**config.mk**
```make
export PLATFORM = sky130hd
export DESIGN_NAME = array_list_table_engine_unit_flat
export DESIGN_NICKNAME = d
export VERILOG_FILES = /design/src/rtl/alte_pkg.sv /design/src/rtl/alte_req_if.sv /design/src/rtl/alte_rsp_if.sv /design/src/rtl/array_list_table_engine_unit.sv /design/src/flat_wrapper.sv
export SDC_FILE = /design/constraint.sdc
export NUM_CORES = 1
export LEC_CHECK = 0
export BUFFER_PORTS_ARGS = -buffer_cell sky130_fd_sc_hd__buf_2
export CORE_UTILIZATION = 40
export CTS_CLUSTER_DIAMETER = 50
export DETAILED_ROUTE_END_ITERATION = 8
export HOLD_SLACK_MARGIN = 0.02
export PLACE_DENSITY = 0.59
export SLEW_MARGIN = 20
export SYNTH_ARGS = -nofsm -noshare
export SYNTH_HDL_FRONTEND = slang
export SYNTH_SLANG_ARGS = --single-unit
```
**constraint.sdc**
```tcl
create_clock -name clk -period 7.91 [get_ports clk]
set_input_delay 0 -clock clk [delete_from_list [all_inputs] [get_ports clk]]
set_output_delay 0 -clock clk [all_outputs]
set_load 0.01 [all_outputs]
```
**src/rtl/alte_pkg.sv**
```systemverilog
`timescale 1ns / 1ps
`default_nettype none
// alte_pkg: sizes, payload types and operation codes of the array list table engine.
// No dependencies; used by the channel interfaces and by the top level.
package alte_pkg;

	localparam int CAPACITY = 8;
	localparam int IDX_W    = (CAPACITY > 1) ? $clog2(CAPACITY) : 1;
	localparam int CNT_W    = $clog2(CAPACITY + 1);
	localparam int FUNC_W   = 3;
	localparam int VALUE_W  = 32;
	localparam int POS_W    = 4;
	localparam int FILL_W   = 4;
	localparam int CMP_W    = ((CNT_W > POS_W) ? CNT_W : POS_W) + 1;

	typedef logic [FUNC_W-1:0]         func_t;
	typedef logic signed [VALUE_W-1:0] value_t;
	typedef logic [POS_W-1:0]          pos_t;
	typedef logic [FILL_W-1:0]         fill_t;
	typedef logic [CNT_W-1:0]          cnt_t;
	typedef logic [IDX_W-1:0]          idx_t;
	typedef logic [CMP_W-1:0]          cmp_t;

	localparam func_t FUNC_APPEND  = 3'd0;
	localparam func_t FUNC_INSERT  = 3'd1;
	localparam func_t FUNC_DEL_VAL = 3'd2;
	localparam func_t FUNC_DEL_POS = 3'd3;
	localparam func_t FUNC_COMPACT = 3'd4;

endpackage
`default_nettype wire

```
**src/rtl/alte_req_if.sv**
```systemverilog
`timescale 1ns / 1ps
`default_nettype none
// alte_req_if: request channel (valid/ready) carrying func, value and position.
// Depends on alte_pkg.
interface alte_req_if;
	import alte_pkg::*;

	logic   valid;
	logic   ready;
	func_t  func;
	value_t value;
	pos_t   position;

	modport source (output valid, output func, output value, output position, input ready);
	modport sink   (input valid, input func, input value, input position, output ready);
endinterface
`default_nettype wire

```
**src/rtl/alte_rsp_if.sv**
```systemverilog
`timescale 1ns / 1ps
`default_nettype none
// alte_rsp_if: response channel (valid/ready) carrying success and fill_count.
// Depends on alte_pkg.
interface alte_rsp_if;
	import alte_pkg::*;

	logic  valid;
	logic  ready;
	logic  success;
	fill_t fill_count;

	modport source (output valid, output success, output fill_count, input ready);
	modport sink   (input valid, input success, input fill_count, output ready);
endinterface
`default_nettype wire

```
**src/rtl/array_list_table_engine_unit.sv**
```systemverilog
`timescale 1ns / 1ps
`default_nettype none
// array_list_table_engine_unit: bounded ordered entry array with fill count.
// Depends on alte_pkg, alte_req_if, alte_rsp_if.
//
// channel | dir | payload                    | transfer when
// req     | in  | func, value, position      | req.valid && req.ready
// rsp     | out | success, fill_count        | rsp.valid && rsp.ready
//
// One request at a time: the request is accepted in idle, then a walk over the entries
// goes through one read port and one write port, one entry per cycle, then the
// response register is loaded. Append, delete by position, refused insert and unused
// codes are done in their first walk step; insert shifts entries up from the count down
// to the position; delete by value walks from entry 0 to a match, or to the count with
// no match; compact walks all counted entries. Reset clears the count and control;
// entry storage is not reset. A stalled response holds in its register while the
// next request walks; that request's load, and the next accept, wait for its transfer.
module array_list_table_engine_unit (
	input  wire        clk,
	input  wire        arst_n,
	alte_req_if.sink   req,
	alte_rsp_if.source rsp
);
	import alte_pkg::*;

	localparam logic [1:0] ST_IDLE = 2'd0;
	localparam logic [1:0] ST_RUN  = 2'd1;
	localparam logic [1:0] ST_FIN  = 2'd2;

	logic [1:0] state_q;
	func_t      op_q;
	value_t     val_q;
	pos_t       pos_q;
	cnt_t       idx_q;
	cnt_t       wr_q;
	cnt_t       cnt_q;
	logic       ok_q;
	logic       rsp_valid_q;
	logic       rsp_ok_q;
	fill_t      rsp_fill_q;

	value_t entries_q [CAPACITY];

	cmp_t   cnt_x, idx_x, pos_x;
	idx_t   rd_idx;
	value_t rd_data;
	logic   we_c;
	idx_t   waddr_c;
	value_t wdata_c;
	logic   done_c, ok_c;
	cnt_t   idx_d, wr_d, cnt_d;
	logic   req_xfer, rsp_load;

	assign req.ready = (state_q == ST_IDLE);
	assign req_xfer  = req.valid && req.ready;
	assign rsp_load  = (state_q == ST_FIN) && (!rsp_valid_q || rsp.ready);

	assign rsp.valid      = rsp_valid_q;
	assign rsp.success    = rsp_ok_q;
	assign rsp.fill_count = rsp_fill_q;

	assign cnt_x = CMP_W'(cnt_q);
	assign idx_x = CMP_W'(idx_q);
	assign pos_x = CMP_W'(pos_q);

	always_comb begin
		if (op_q == FUNC_INSERT) begin
			rd_idx = IDX_W'(idx_q - cnt_t'(1));
		end else begin
			rd_idx = IDX_W'(idx_q);
		end
	end
	assign rd_data = entries_q[rd_idx];

	always_comb begin
		done_c  = 1'b0;
		ok_c    = 1'b0;
		we_c    = 1'b0;
		waddr_c = IDX_W'(idx_q);
		wdata_c = val_q;
		idx_d   = idx_q;
		wr_d    = wr_q;
		cnt_d   = cnt_q;
		case (op_q)
			FUNC_APPEND: begin
				done_c = 1'b1;
				if (cnt_x < CMP_W'(CAPACITY)) begin
					we_c    = 1'b1;
					waddr_c = IDX_W'(cnt_q);
					cnt_d   = cnt_q + cnt_t'(1);
					ok_c    = 1'b1;
				end
			end
			FUNC_INSERT: begin
				if (cnt_x >= CMP_W'(CAPACITY) || pos_x == '0 || pos_x > cnt_x + cmp_t'(1)) begin
					done_c = 1'b1;
				end else if (idx_x >= pos_x) begin
					we_c    = 1'b1;
					wdata_c = rd_data;
					idx_d   = idx_q - cnt_t'(1);
				end else begin
					we_c   = 1'b1;
					cnt_d  = cnt_q + cnt_t'(1);
					ok_c   = 1'b1;
					done_c = 1'b1;
				end
			end
			FUNC_DEL_VAL: begin
				if (idx_x >= cnt_x) begin
					done_c = 1'b1;
				end else if (rd_data == val_q) begin
					we_c    = 1'b1;
					wdata_c = '0;
					ok_c    = 1'b1;
					done_c  = 1'b1;
				end else begin
					idx_d = idx_q + cnt_t'(1);
				end
			end
			FUNC_DEL_POS: begin
				done_c = 1'b1;
				if (pos_x < cnt_x) begin
					we_c    = 1'b1;
					waddr_c = IDX_W'(pos_q);
					wdata_c = '0;
					ok_c    = 1'b1;
				end
			end
			FUNC_COMPACT: begin
				if (idx_x >= cnt_x) begin
					cnt_d  = wr_q;
					ok_c   = 1'b1;
					done_c = 1'b1;
				end else begin
					if (rd_data != '0) begin
						we_c    = 1'b1;
						waddr_c = IDX_W'(wr_q);
						wdata_c = rd_data;
						wr_d    = wr_q + cnt_t'(1);
					end
					idx_d = idx_q + cnt_t'(1);
				end
			end
			default: begin
				done_c = 1'b1;
			end
		endcase
	end

	always_ff @(posedge clk) begin
		if (state_q == ST_RUN && we_c) begin
			entries_q[waddr_c] <= wdata_c;
		end
	end

	always_ff @(posedge clk) begin
		if (req_xfer) begin
			op_q  <= req.func;
			val_q <= req.value;
			pos_q <= req.position;
		end
	end

	always_ff @(posedge clk or negedge arst_n) begin
		if (!arst_n) begin
			state_q     <= ST_IDLE;
			idx_q       <= '0;
			wr_q        <= '0;
			cnt_q       <= '0;
			ok_q        <= 1'b0;
			rsp_valid_q <= 1'b0;
			rsp_ok_q    <= 1'b0;
			rsp_fill_q  <= '0;
		end else begin
			if (rsp_valid_q && rsp.ready && !rsp_load) begin
				rsp_valid_q <= 1'b0;
			end
			case (state_q)
				ST_IDLE: begin
					if (req_xfer) begin
						state_q <= ST_RUN;
						wr_q    <= '0;
						if (req.func == FUNC_INSERT) begin
							idx_q <= cnt_q;
						end else begin
							idx_q <= '0;
						end
					end
				end
				ST_RUN: begin
					idx_q <= idx_d;
					wr_q  <= wr_d;
					cnt_q <= cnt_d;
					if (done_c) begin
						ok_q    <= ok_c;
						state_q <= ST_FIN;
					end
				end
				ST_FIN: begin
					if (rsp_load) begin
						rsp_valid_q <= 1'b1;
						rsp_ok_q    <= ok_q;
						rsp_fill_q  <= FILL_W'(cnt_q);
						state_q     <= ST_IDLE;
					end
				end
				default: begin
					state_q <= ST_IDLE;
				end
			endcase
		end
	end

	a_cnt_bound: assert property (@(posedge clk) disable iff (!arst_n)
		CMP_W'(cnt_q) <= CMP_W'(CAPACITY))
		else $error("fill count above capacity");

	a_walk_bound: assert property (@(posedge clk) disable iff (!arst_n)
		state_q == ST_RUN |-> CMP_W'(idx_q) <= CMP_W'(CAPACITY))
		else $error("walk index above capacity");

	a_accept_run: assert property (@(posedge clk) disable iff (!arst_n)
		req.valid && req.ready |=> state_q == ST_RUN && !req.ready)
		else $error("accepted request did not start a walk");

	a_compact_ok: assert property (@(posedge clk) disable iff (!arst_n)
		state_q == ST_RUN && op_q == FUNC_COMPACT && done_c |=> ok_q && cnt_q <= $past(cnt_q))
		else $error("compact failed or grew the count");

endmodule
`default_nettype wire
```
**src/flat_wrapper.sv**
```systemverilog
// flat-port wrapper written by rule: the top's interface ports become plain ports
module array_list_table_engine_unit_flat import alte_pkg::*;
  (clk, arst_n, req_valid, req_func, req_value, req_position, req_ready, rsp_valid, rsp_success, rsp_fill_count, rsp_ready);
  alte_req_if req_i ();
  alte_rsp_if rsp_i ();
  input  wire clk;
  input  wire arst_n;
  input wire logic [$bits(req_i.valid)-1:0] req_valid;
  input wire logic [$bits(req_i.func)-1:0] req_func;
  input wire logic [$bits(req_i.value)-1:0] req_value;
  input wire logic [$bits(req_i.position)-1:0] req_position;
  output wire logic [$bits(req_i.ready)-1:0] req_ready;
  output wire logic [$bits(rsp_i.valid)-1:0] rsp_valid;
  output wire logic [$bits(rsp_i.success)-1:0] rsp_success;
  output wire logic [$bits(rsp_i.fill_count)-1:0] rsp_fill_count;
  input wire logic [$bits(rsp_i.ready)-1:0] rsp_ready;
  assign req_i.valid = req_valid;
  assign req_i.func = req_func;
  assign req_i.value = req_value;
  assign req_i.position = req_position;
  assign req_ready = req_i.ready;
  assign rsp_valid = rsp_i.valid;
  assign rsp_success = rsp_i.success;
  assign rsp_fill_count = rsp_i.fill_count;
  assign rsp_i.ready = rsp_ready;
  array_list_table_engine_unit u_core (.clk(clk), .arst_n(arst_n), .req(req_i), .rsp(rsp_i));
endmodule
```
==> results of run 1 <==
-- worst max path at each step --
stage / to / startpoint / cells past startpoint / slack (ns)
2_1_floorplan: u_core.entries_q[3][0]$_DFFE_PP_ / u_core.idx_q[1]$_DFFE_PN0P_ / 17 / 1.30
3_3_place_gp: u_core.entries_q[7][1]$_DFFE_PP_ / u_core.idx_q[0]$_DFFE_PN0P_ / 15 / 1.26
3_5_place_dp: u_core.entries_q[7][1]$_DFFE_PP_ / u_core.idx_q[0]$_DFFE_PN0P_ / 15 / 1.13
4_1_cts: u_core.entries_q[1][16]$_DFFE_PP_ / u_core.idx_q[0]$_DFFE_PN0P_ / 15 / 1.10
5_1_grt: u_core.entries_q[1][10]$_DFFE_PP_ / u_core.idx_q[0]$_DFFE_PN0P_ / 15 / 0.64
6_report: u_core.entries_q[1][10]$_DFFE_PP_ / u_core.idx_q[0]$_DFFE_PN0P_ / 15 / 1.17
-- area by class of cell --
| type | instances | area [um2] |
|---|---|---|
| Inverter | 19 | 71.3 |
| Sequential cell | 316 | 9390 |
| Clock buffer | 50 | 1100 |
| Clock inverter | 19 | 181 |
| Multi-Input combinational cell | 708 | 5540 |
| Tap cell | 511 | 639 |
| Timing Repair Buffer | 124 | 911 |
| Fill cell | 3350 | 19800 |
-- state kept, by name, indices dropped and copies added, names as in the netlist --
name                   flops
u_core.wr_q                4
u_core.cnt_q               4
u_core.rsp.success         1
u_core.val_q              32
u_core.state_q             2
u_core.rsp.valid           1
u_core.ok_q                1
u_core.op_q                3
u_core.entries_q         256
u_core.idx_q               4
u_core.pos_q               4
u_core.rsp.fill_count      4
-- worst min-delay path: stages --
cell and delay (ns):
dlygate4sd3_1 0.52, buf_2 0.09, buf_2 0.43
-- power groups by stage --
stage               Clock, W  Sequential [W]  Combinational [W]
floorplan                  0         0.00234            0.00200
global placement           0         0.00243            0.00265
detailed placement         0         0.00243            0.00268
CTS                  0.00180         0.00239            0.00271
global route         0.00186         0.00242            0.00295
finish               0.00177         0.00240            0.00272
-- per-layer routing --
metal,share of wire,vias to the layer above,wire (um),track usage
li1,-,4688,-,-
met3,0.067,88,2720,0.0398
met5,0,-,0,0
met2,0.47,418,19100,0.347
met1,0.43,5148,17300,0.276
met4,0.033,0,1310,0.0847
-- cell usage after synthesis (all sizes together), types with 21 or more instances --
cell type	n	area, um2
edfxtp	295	8860
mux2i	86	861
buf	51	354
o22ai	51	345
nand2	46	173
nor3	42	238
o21ai	41	205
nor2	39	146
mux2	28	319
a32oi	27	236
a21oi	24	124
xnor2	24	218
a22o	23	201
dfrtp	21	526
ha	21	263
-- cells by family (layout without fill, tap and decap cells) --
family                   count (synthesis)  after routing  share of synthesized area
buffers and inverters                   85            212                     0.0315
multiplexers                           117            117                     0.0814
AND/OR/NAND/NOR                        249            249                     0.0935
XOR/XNOR                                41             41                     0.0244
flip-flops                             316            316                      0.613
AO/OA/AOI/OAI                          280            280                      0.139
adder cells (fa/ha/maj)                 21             21                     0.0172
-- metrics by stage --
stage                     instances  setup slack, ns  hold WS (ns)  power [W]
after floorplan                1109             1.30        -0.296    0.00434
after global placement         1635             1.26      -0.00462    0.00508
after detailed placement       1635             1.13       0.00760    0.00511
after CTS                      1747             1.10         0.136    0.00690
after global routing           1747            0.636        0.0876    0.00723
final                          1747             1.17        0.0423    0.00689
==> qor.txt, run 1 <==
drt total wl: 40.4 mm
final hold vios: 0
crit-path cells: clkinv_1 -> ha_1 -> buf_4 -> and4bb_2 -> a2bb2oi_4 -> o2111ai_1 -> o2111ai_1 -> nor4_1 -> nand4_1 -> nor3_2 -> nand2_1 -> mux2i_1 -> a211oi_1 -> nor3_2 -> buf_4
Final GP Congestion: 0.826
IO Pins: 50
DR pass1 iterations: 6
Slew HR: 0.274
clock root buffer: clkbuf_16
wire per inst: 23.1 um
worst flop-to-flop path endpoint: u_core.entries_q[1][10]$_DFFE_PP_
period utilization: 0.852
first-pass GRT wire length: 61.8 mm
gr ovfl total: 0
Clk Latency, worst-skew pair: 0.55 ns
H-tree Lvls: 2
commonest cells after routing, fill and taps aside: edfxtp_1, mux2i_1, buf_2, o22ai_1, nand2_1
largest net degree at the start of global routing: 59
r2r startpoint: u_core.idx_q[0]$_DFFE_PN0P_
final setup violating endpoints: 0
Worst-Margin Slew: 1.09 ns
Core Area: 37700 um2
Vias: 10300
DIE AREA: 39100 um2
P_sw: 0.00263 W
Hold WC Path Type: input port to asynchronous set/reset pin
Worst Skew: 0.0216 ns
number of synthesized flops with an enable pin: 295
Final #Nets: 1272
reg2reg path depth: 15
fraction of registers with async set or reset after synthesis: 0.0665
outcome: complete, no violations
clk buf depth: 3
layout cells sized above 1: 0.171
DP Area: 16100 um2
Reg power frac: 0.348
syn nets: 1173
Final Util: 0.473
Avg Inst Size Synth: 13.8 um2
CP required: 8.12 ns
setup TNS: 0 ns
# resized after CTS: 0
Lkg Pwr: 6.04 nW
post-CTS setup repair buffer count: 0
Logic pwr share: 0.395
clk sink count: 316
Die Height: 198 um
Post-CTS Hold Fix Bufs: 43
Net Sw Frac: 0.382
critical path fanouts, max: 48
CP endpoint kind: flip-flop
Worst VDD drop: 190 uV
achievable clock frequency: 0.148 GHz
Max stage delay on crit path: 0.82 ns
Top delay family on crit path: simple AND/OR/NAND/NOR gates
Seq/Total Area, Yosys: 0.613
CP arrival: 6.95 ns
yosys warns: 0
Final Critical Period: 6.74 ns
Iter 0 DRT Violations: 932
max-cap viol count: 0
FF+latch count, synth: 316
vias in the first global route: 10500
Finished Cell Area: 17800 um2
# port buffers: 49
Synth cell types: 87
clock power share: 0.257
Vias per Instance: 5.92
initial antenna violation count: 0
critical path's slowest cell: dfrtp_4
TritonCTS clock tree: built
commonest non-fill, non-tap cell in the layout: edfxtp_1
CP Class: flip-flop to flip-flop
Pint: 0.00426 W
Starting Density: 0.407
crit path launch type: flip-flop
Detailed Place HPWL: 24.8 mm
ant diodes: 0
Main synth FF type: edfxtp_1
RSZ-0062 raised after global routing: no
CTS buffer count: 39
DRC viols: 0
Power Density: 386 nW/um2
Cell Area, Synth: 15300 um2
GRT Overall Usage: 0.212
CP bufs+invs: 3
DIE WIDTH: 198 um
layout overhead on the synthesized area: 16.4%
post-synthesis cell count: 1109
Detail Route Antenna Nets: 0
Worst-path clk slew: 0.06 ns
FP Rows: 71
worst reg-to-reg setup slack: 1.17 ns
Max Slew Vio Count: 0
Note: power is estimated with default switching activity, not from simulation.
==> run 2: changes to the inputs <==
Settings changed: CORE_ASPECT_RATIO from default to 1.4, SLEW_MARGIN 20 to 10.
==> run 2 against run 1 <==
Compared with the run above:
- first-iteration DRC count decreased by 13%
- critical endpoint is now u_core.entries_q[5][1]$_DFFE_PP_
- register-to-register slack got worse by 0.28 ns
- sequential power barely moved
- largest power group unchanged
- clock-buffer cell count down 11
==> qor.txt, run 2 (synthesized netlist as in run 1, its figures left out) <==
wire per inst: 24.4 um (+5.4%)
crit path from: u_core.idx_q[0]$_DFFE_PN0P_
CP Class: flip-flop to flip-flop
clock root buffer: clkbuf_16
FP Rows: 84 (+18%)
Vias: 10200 (-1.4%)
outcome: complete, no violations
worst flop-to-flop path endpoint: u_core.entries_q[5][1]$_DFFE_PP_
CP endpoint kind: flip-flop
# port buffers: 49 (unchanged)
r2r startpoint: u_core.idx_q[0]$_DFFE_PN0P_
commonest cells after routing, fill and taps aside: edfxtp_1, mux2i_1, buf_2, o22ai_1, nand2_1
crit path launch type: flip-flop
gr ovfl total: 0 (unchanged)
# resized after CTS: 0 (unchanged)
Worst Setup EP: u_core.entries_q[5][1]$_DFFE_PP_
GRT Overall Usage: 0.215 (+0.00341)
worst slack at placement: 0.905 ns (-0.229 ns)
layout cells sized above 1: 0.169 (-0.00174)
CP required: 8.06 ns (-0.06 ns)
Die Height: 234 um (+18%)
layout overhead on the synthesized area: 15.5%
Filler cells: 3307 (-1.3%)
Hold WC Path Type: input port to flip-flop
Core Area: 37600 um2 (-0.11%)
final setup violating endpoints: 0 (unchanged)
H-tree Lvls: 2 (unchanged)
critical path fanouts, max: 40 (-17%)
DR pass1 iterations: 8 (+2)
Power Density: 385 nW/um2 (-0.28%)
Detailed Place HPWL: 25.8 mm (+3.9%)
TritonCTS clock tree: built
IO Pins: 50 (unchanged)
Detail Route Antenna Nets: 0 (unchanged)
DIE AREA: 39100 um2 (about the same)
period utilization: 0.887 (+0.0349)
vias in the first global route: 10200 (-2.1%)
Worst-path clk slew: 0.06 ns (about the same)
DRC viols: 0 (unchanged)
setup TNS: 0 ns (unchanged)
Vias per Instance: 5.99 (+1.1%)
Final #Nets: 1267 (-0.39%)
max reg flops: 256 (unchanged)
CTS buffer count: 36 (-7.7%)
Lkg Pwr: 5.97 nW (-1.0%)
commonest non-fill, non-tap cell in the layout: edfxtp_1
Worst VDD drop: 168 uV (-12%)
Slew HR: 0.254 (-0.0202)
largest net degree at the start of global routing: 69 (+17%)
final hold vios: 0 (unchanged)
max-cap viol count: 0 (unchanged)
Final GP Congestion: 0.875 (+5.9%)
ant diodes: 0 (unchanged)
Clk Latency, worst-skew pair: 0.53 ns (-0.02 ns)
initial antenna violation count: 0 (unchanged)
Final Critical Period: 7.02 ns (+0.276 ns)
Largest Register: u_core.entries_q
biggest regs: u_core.entries_q x256, u_core.val_q x32
Starting Density: 0.407 (+0.000433)
drt total wl: 41.6 mm (+2.8%)
total power: 0.00681 W (-1.0%)
Worst-Margin Slew: 1.12 ns (+0.0280 ns)
achievable clock frequency: 0.143 GHz (-3.9%)
Worst Skew: 0.0220 ns (+0.000407 ns)
PnR worst setup slack: 0.894 ns (-0.276 ns)
RSZ-0062 raised after global routing: no
reg2reg path depth: 14 (-1)
Iter 0 DRT Violations: 814 (-13%)
first-pass GRT wire length: 63.0 mm (+1.9%)
clk buf depth: 3 (unchanged)
worst reg-to-reg setup slack: 0.89 ns (-0.28 ns)
DIE WIDTH: 167 um (-15%)
clk sink count: 316 (unchanged)
Max Slew Vio Count: 0 (unchanged)
CP arrival: 7.17 ns (+0.22 ns)
[run 2: worst min path at each step]
stage                                      endpoint  slack, ns     startpoint  depth (start not counted)
3_5_place_dp   u_core.rsp.fill_count[3]$_DFFE_PN0P_     -0.005         arst_n                          1
5_1_grt                  u_core.val_q[24]$_DFFE_PP_       0.17  req_value[24]                          2
2_1_floorplan           u_core.cnt_q[0]$_DFFE_PN0P_      -0.30         arst_n                          0
6_report                 u_core.val_q[19]$_DFFE_PP_       0.17  req_value[19]                          2
3_3_place_gp   u_core.rsp.fill_count[0]$_DFFE_PN0P_      -0.02         arst_n                          1
4_1_cts                  u_core.val_q[12]$_DFFE_PP_       0.15  req_value[12]                          2
[run 2: per-stage QoR]
stage               hold WS (ns)  area (um2)  std cells  utilization
floorplan                 -0.296       15300       1109            -
global placement         -0.0188       16100       1595        0.427
detailed placement      -0.00478       16100       1595        0.427
CTS                        0.152       17700       1704        0.470
global route               0.170       17700       1704        0.470
finish                     0.175       17700       1704        0.470
[run 2: power breakdown]
part | switching (W) | total, W | leakage [nW] | internal [W]
logic | 0.00178 | 0.00275 | 2.45 | 0.000970
clock network | 0.000685 | 0.00168 | 0.575 | 0.000995
registers | 0.000155 | 0.00238 | 2.95 | 0.00223
total | 0.00262 | 0.00681 | 5.97 | 0.00419
[run 2: cell type report]
class | instances | area, um2 | area share
clock buffers | 39 | 933 | 0.0528
clock inverters | 27 | 269 | 0.0152
inverters | 19 | 71.3 | 0.00403
multi-input cells | 708 | 5540 | 0.313
flip-flops and latches | 316 | 9390 | 0.531
well taps | 473 | 592 | 0.0335
repair buffers | 122 | 901 | 0.0509
[run 2: metal layers]
layer | wire length (um) | track usage
met5 | 0 | 0
met4 | 1580 | 0.0975
met3 | 2010 | 0.0297
met2 | 21500 | 0.387
met1 | 16500 | 0.254
[run 2: worst max-delay path, stage by stage, from the launching register on]
cell and delay, ns:
dfrtp_4 0.72, clkinv_1 0.50, ha_1 0.96, and4bb_2 0.69, a2bb2oi_4 0.38, o2111ai_1 0.45, o2111ai_1 0.24, nor4_1 0.22
nand4_1 0.31, nor3_2 0.49, nand2_1 0.28, mux2i_1 0.20, a211o_1 0.42, nor3_2 0.19, buf_4 0.54
[run 2: repair_timing]
| action | in CTS | in global routing |
|---|---|---|
| hold buffers | 43 | 0 |
| hold endpoints to repair | 64 | 0 |
| buffers inserted | 0 | 0 |
==> run 3: changes to the inputs <==
Settings changed: REMOVE_ABC_BUFFERS from default to 1.
==> run 3 against run 2 <==
Compared with the run above:
- sequential cell count stayed put
- clock-buffer cell count is 6 higher
- combinational power is 2% lower
- non-clock buffer count stayed put
- critical path depth is 1 higher
- final area is 0.50% higher
- critical path type unchanged
- largest cell class unchanged
- largest power group unchanged
==> qor.txt, run 3 (synthesized netlist as in run 1, its figures left out) <==
outcome: complete, no violations
Finished Cell Area: 17800 um2 (+0.50%)
CP bufs+invs: 3 (+1)
final setup violating endpoints: 0 (unchanged)
achievable clock frequency: 0.152 GHz (+6.7%)
DP Area: 16100 um2 (about the same)
highest metal used: met4
TritonCTS clock tree: built
ant diodes: 0 (unchanged)
commonest cells after routing, fill and taps aside: edfxtp_1, mux2i_1, buf_2, o22ai_1, nand2_1
Net Sw Frac: 0.378 (-0.00646)
H-tree Lvls: 2 (unchanged)
clk buf depth: 3 (unchanged)
Final Critical Period: 6.58 ns (-0.438 ns)
Hold Crit Start: req_valid
CTS buffer count: 38 (+5.6%)
post-CTS setup repair buffer count: 0 (unchanged)
layout overhead on the synthesized area: 16.1%
layout cells sized above 1: 0.170 (+0.00149)
drt total wl: 40.8 mm (-1.8%)
# port buffers: 49 (unchanged)
Pint: 0.00428 W (+2.1%)
period utilization: 0.832 (-0.0554)
Worst-Margin Slew: 1.10 ns (-0.0125 ns)
Power Density: 387 nW/um2 (+0.56%)
final hold slack: 0.0309 ns (-0.144 ns)
Filler cells: 3274 (-1.0%)
Max Slew Vio Count: 0 (unchanged)
CP required: 8.06 ns (about the same)
CP Class: flip-flop to flip-flop
FP Rows: 84 (unchanged)
CP endpoint kind: flip-flop
Hold WC Path Type: input port to flip-flop
PnR worst setup slack: 1.33 ns (+0.438 ns)
Largest Register: u_core.entries_q
Worst Skew: 0.0294 ns (+0.00741 ns)
max-cap viol count: 0 (unchanged)
Lkg Pwr: 6.04 nW (+1.0%)
Detail Route Antenna Nets: 0 (unchanged)
r2r startpoint: u_core.idx_q[0]$_DFFE_PN0P_
Starting Density: 0.407 (unchanged)
commonest non-fill, non-tap cell in the layout: edfxtp_1
DIE WIDTH: 167 um (unchanged)
critical path's slowest cell: ha_1
largest net degree at the start of global routing: 62 (-10%)
initial antenna violation count: 0 (unchanged)
Reg power frac: 0.350 (about the same)
Core Area: 37600 um2 (unchanged)
Clk Latency, worst-skew pair: 0.54 ns (about the same)
Vias per Instance: 5.95 (-0.53%)
crit path from: u_core.idx_q[0]$_DFFE_PN0P_
biggest regs: u_core.entries_q x256, u_core.val_q x32
first-pass GRT wire length: 62.0 mm (-1.5%)
RSZ-0062 raised after global routing: no
Worst VDD drop: 209 uV (+24%)
GRT Overall Usage: 0.212 (-0.00293)
Worst-path clk slew: 0.06 ns (about the same)
Detailed Place HPWL: 25.1 mm (-2.7%)
clk sink count: 316 (unchanged)
Max stage delay on crit path: 0.85 ns (-0.11 ns)
Die Height: 234 um (unchanged)
final hold vios: 0 (unchanged)
wire per inst: 23.9 um (-1.8%)
WL met3: 2.01 mm (about the same)
crit path launch type: flip-flop
Final #Nets: 1269 (+0.16%)
worst slack at placement: 1.38 ns (+0.472 ns)
Top delay family on crit path: simple AND/OR/NAND/NOR gates
DRC viols: 0 (unchanged)
Final GP Congestion: 0.838 (-4.2%)
gr ovfl total: 0 (unchanged)
CP arrival: 6.73 ns (-0.44 ns)
DIE AREA: 39100 um2 (unchanged)
clock power share: 0.260 (+0.013)
P_sw: 0.00260 W (-0.64%)
max reg flops: 256 (unchanged)
vias in the first global route: 10100 (-1.1%)
clock root buffer: clkbuf_16
Slew HR: 0.262 (+0.00834)
DR WL met2: 20.7 mm (-3.4%)
IO Pins: 50 (unchanged)
total power: 0.00689 W (+1.1%)
DR pass1 iterations: 5 (-3)
Iter 0 DRT Violations: 815 (+0.12%)
Final Util: 0.473 (+0.00236)
crit-path cells: clkinv_1 -> buf_4 -> ha_1 -> and4bb_2 -> a2bb2oi_4 -> o2111ai_1 -> o2111ai_1 -> nor4_1 -> nand4_1 -> nor3_2 -> nand2_1 -> mux2i_1 -> a211o_1 -> nor3_2 -> buf_4
M1 wire length: 16.7 mm (+1.6%)
Vias: 10200 (-0.47%)
Logic pwr share: 0.390 (-0.014)
critical path fanouts, max: 48 (+20%)
## run 3: power by group through the flow
stage / clock network, W / logic (W) / registers [W]
6_report: 0.00179 / 0.00269 / 0.00241
5_1_grt: 0.00188 / 0.00293 / 0.00243
4_1_cts: 0.00182 / 0.00270 / 0.00240
3_5_place_dp: 0 / 0.00267 / 0.00244
3_3_place_gp: 0 / 0.00263 / 0.00244
2_1_floorplan: 0 / 0.00181 / 0.00246
## run 3: per-stage QoR
stage | cells | setup TNS, ns
floorplan | 1043 | -1370.27
global placement | 1596 | 0
detailed placement | 1596 | 0
CTS | 1705 | 0
global route | 1705 | 0
finish | 1705 | 0
## run 3: path summary, 6_finish.rpt
check                                                       endpoint  slack [ns]  cells after the start
worst max register to register      u_core.entries_q[5][4]$_DFFE_PP_        1.33                     15
worst min-delay path                      u_core.wr_q[3]$_DFFE_PN0P_        0.03                      4
worst min register to register  u_core.rsp.fill_count[2]$_DFFE_PN0P_        0.47                      2
worst max-delay path                u_core.entries_q[5][4]$_DFFE_PP_        1.33                     15
max in group asynchronous                u_core.idx_q[0]$_DFFE_PN0P_        6.52                      3
min in group asynchronous                u_core.cnt_q[0]$_DFFE_PN0P_        0.70                      3
## run 3: area by class of cell
cell class	instances	area [um2]	area share
clock inverters	22	285	0.0160
clock buffers	45	1010	0.0567
well taps	473	592	0.0333
multi-input cells	708	5540	0.311
inverters	19	71.3	0.00401
repair buffers	122	898	0.0505
flip-flops and latches	316	9390	0.528
## run 3: repair_timing
item	CTS	global route
hold buffers	42	0
resized for setup	0	0
endpoints found under the hold margin	62	0
## run 3: per-layer routing
layer,track usage,up-vias
li1,-,4662
met1,0.265,5086
met2,0.375,318
met3,0.0252,86
met4,0.0794,0
met5,0,-
## run 3: tightest hold or removal path, cell delays in order
cell	delay (ns)
buf_2	0.07
nand2_1	0.22
nand2_1	0.15
mux2i_1	0.06
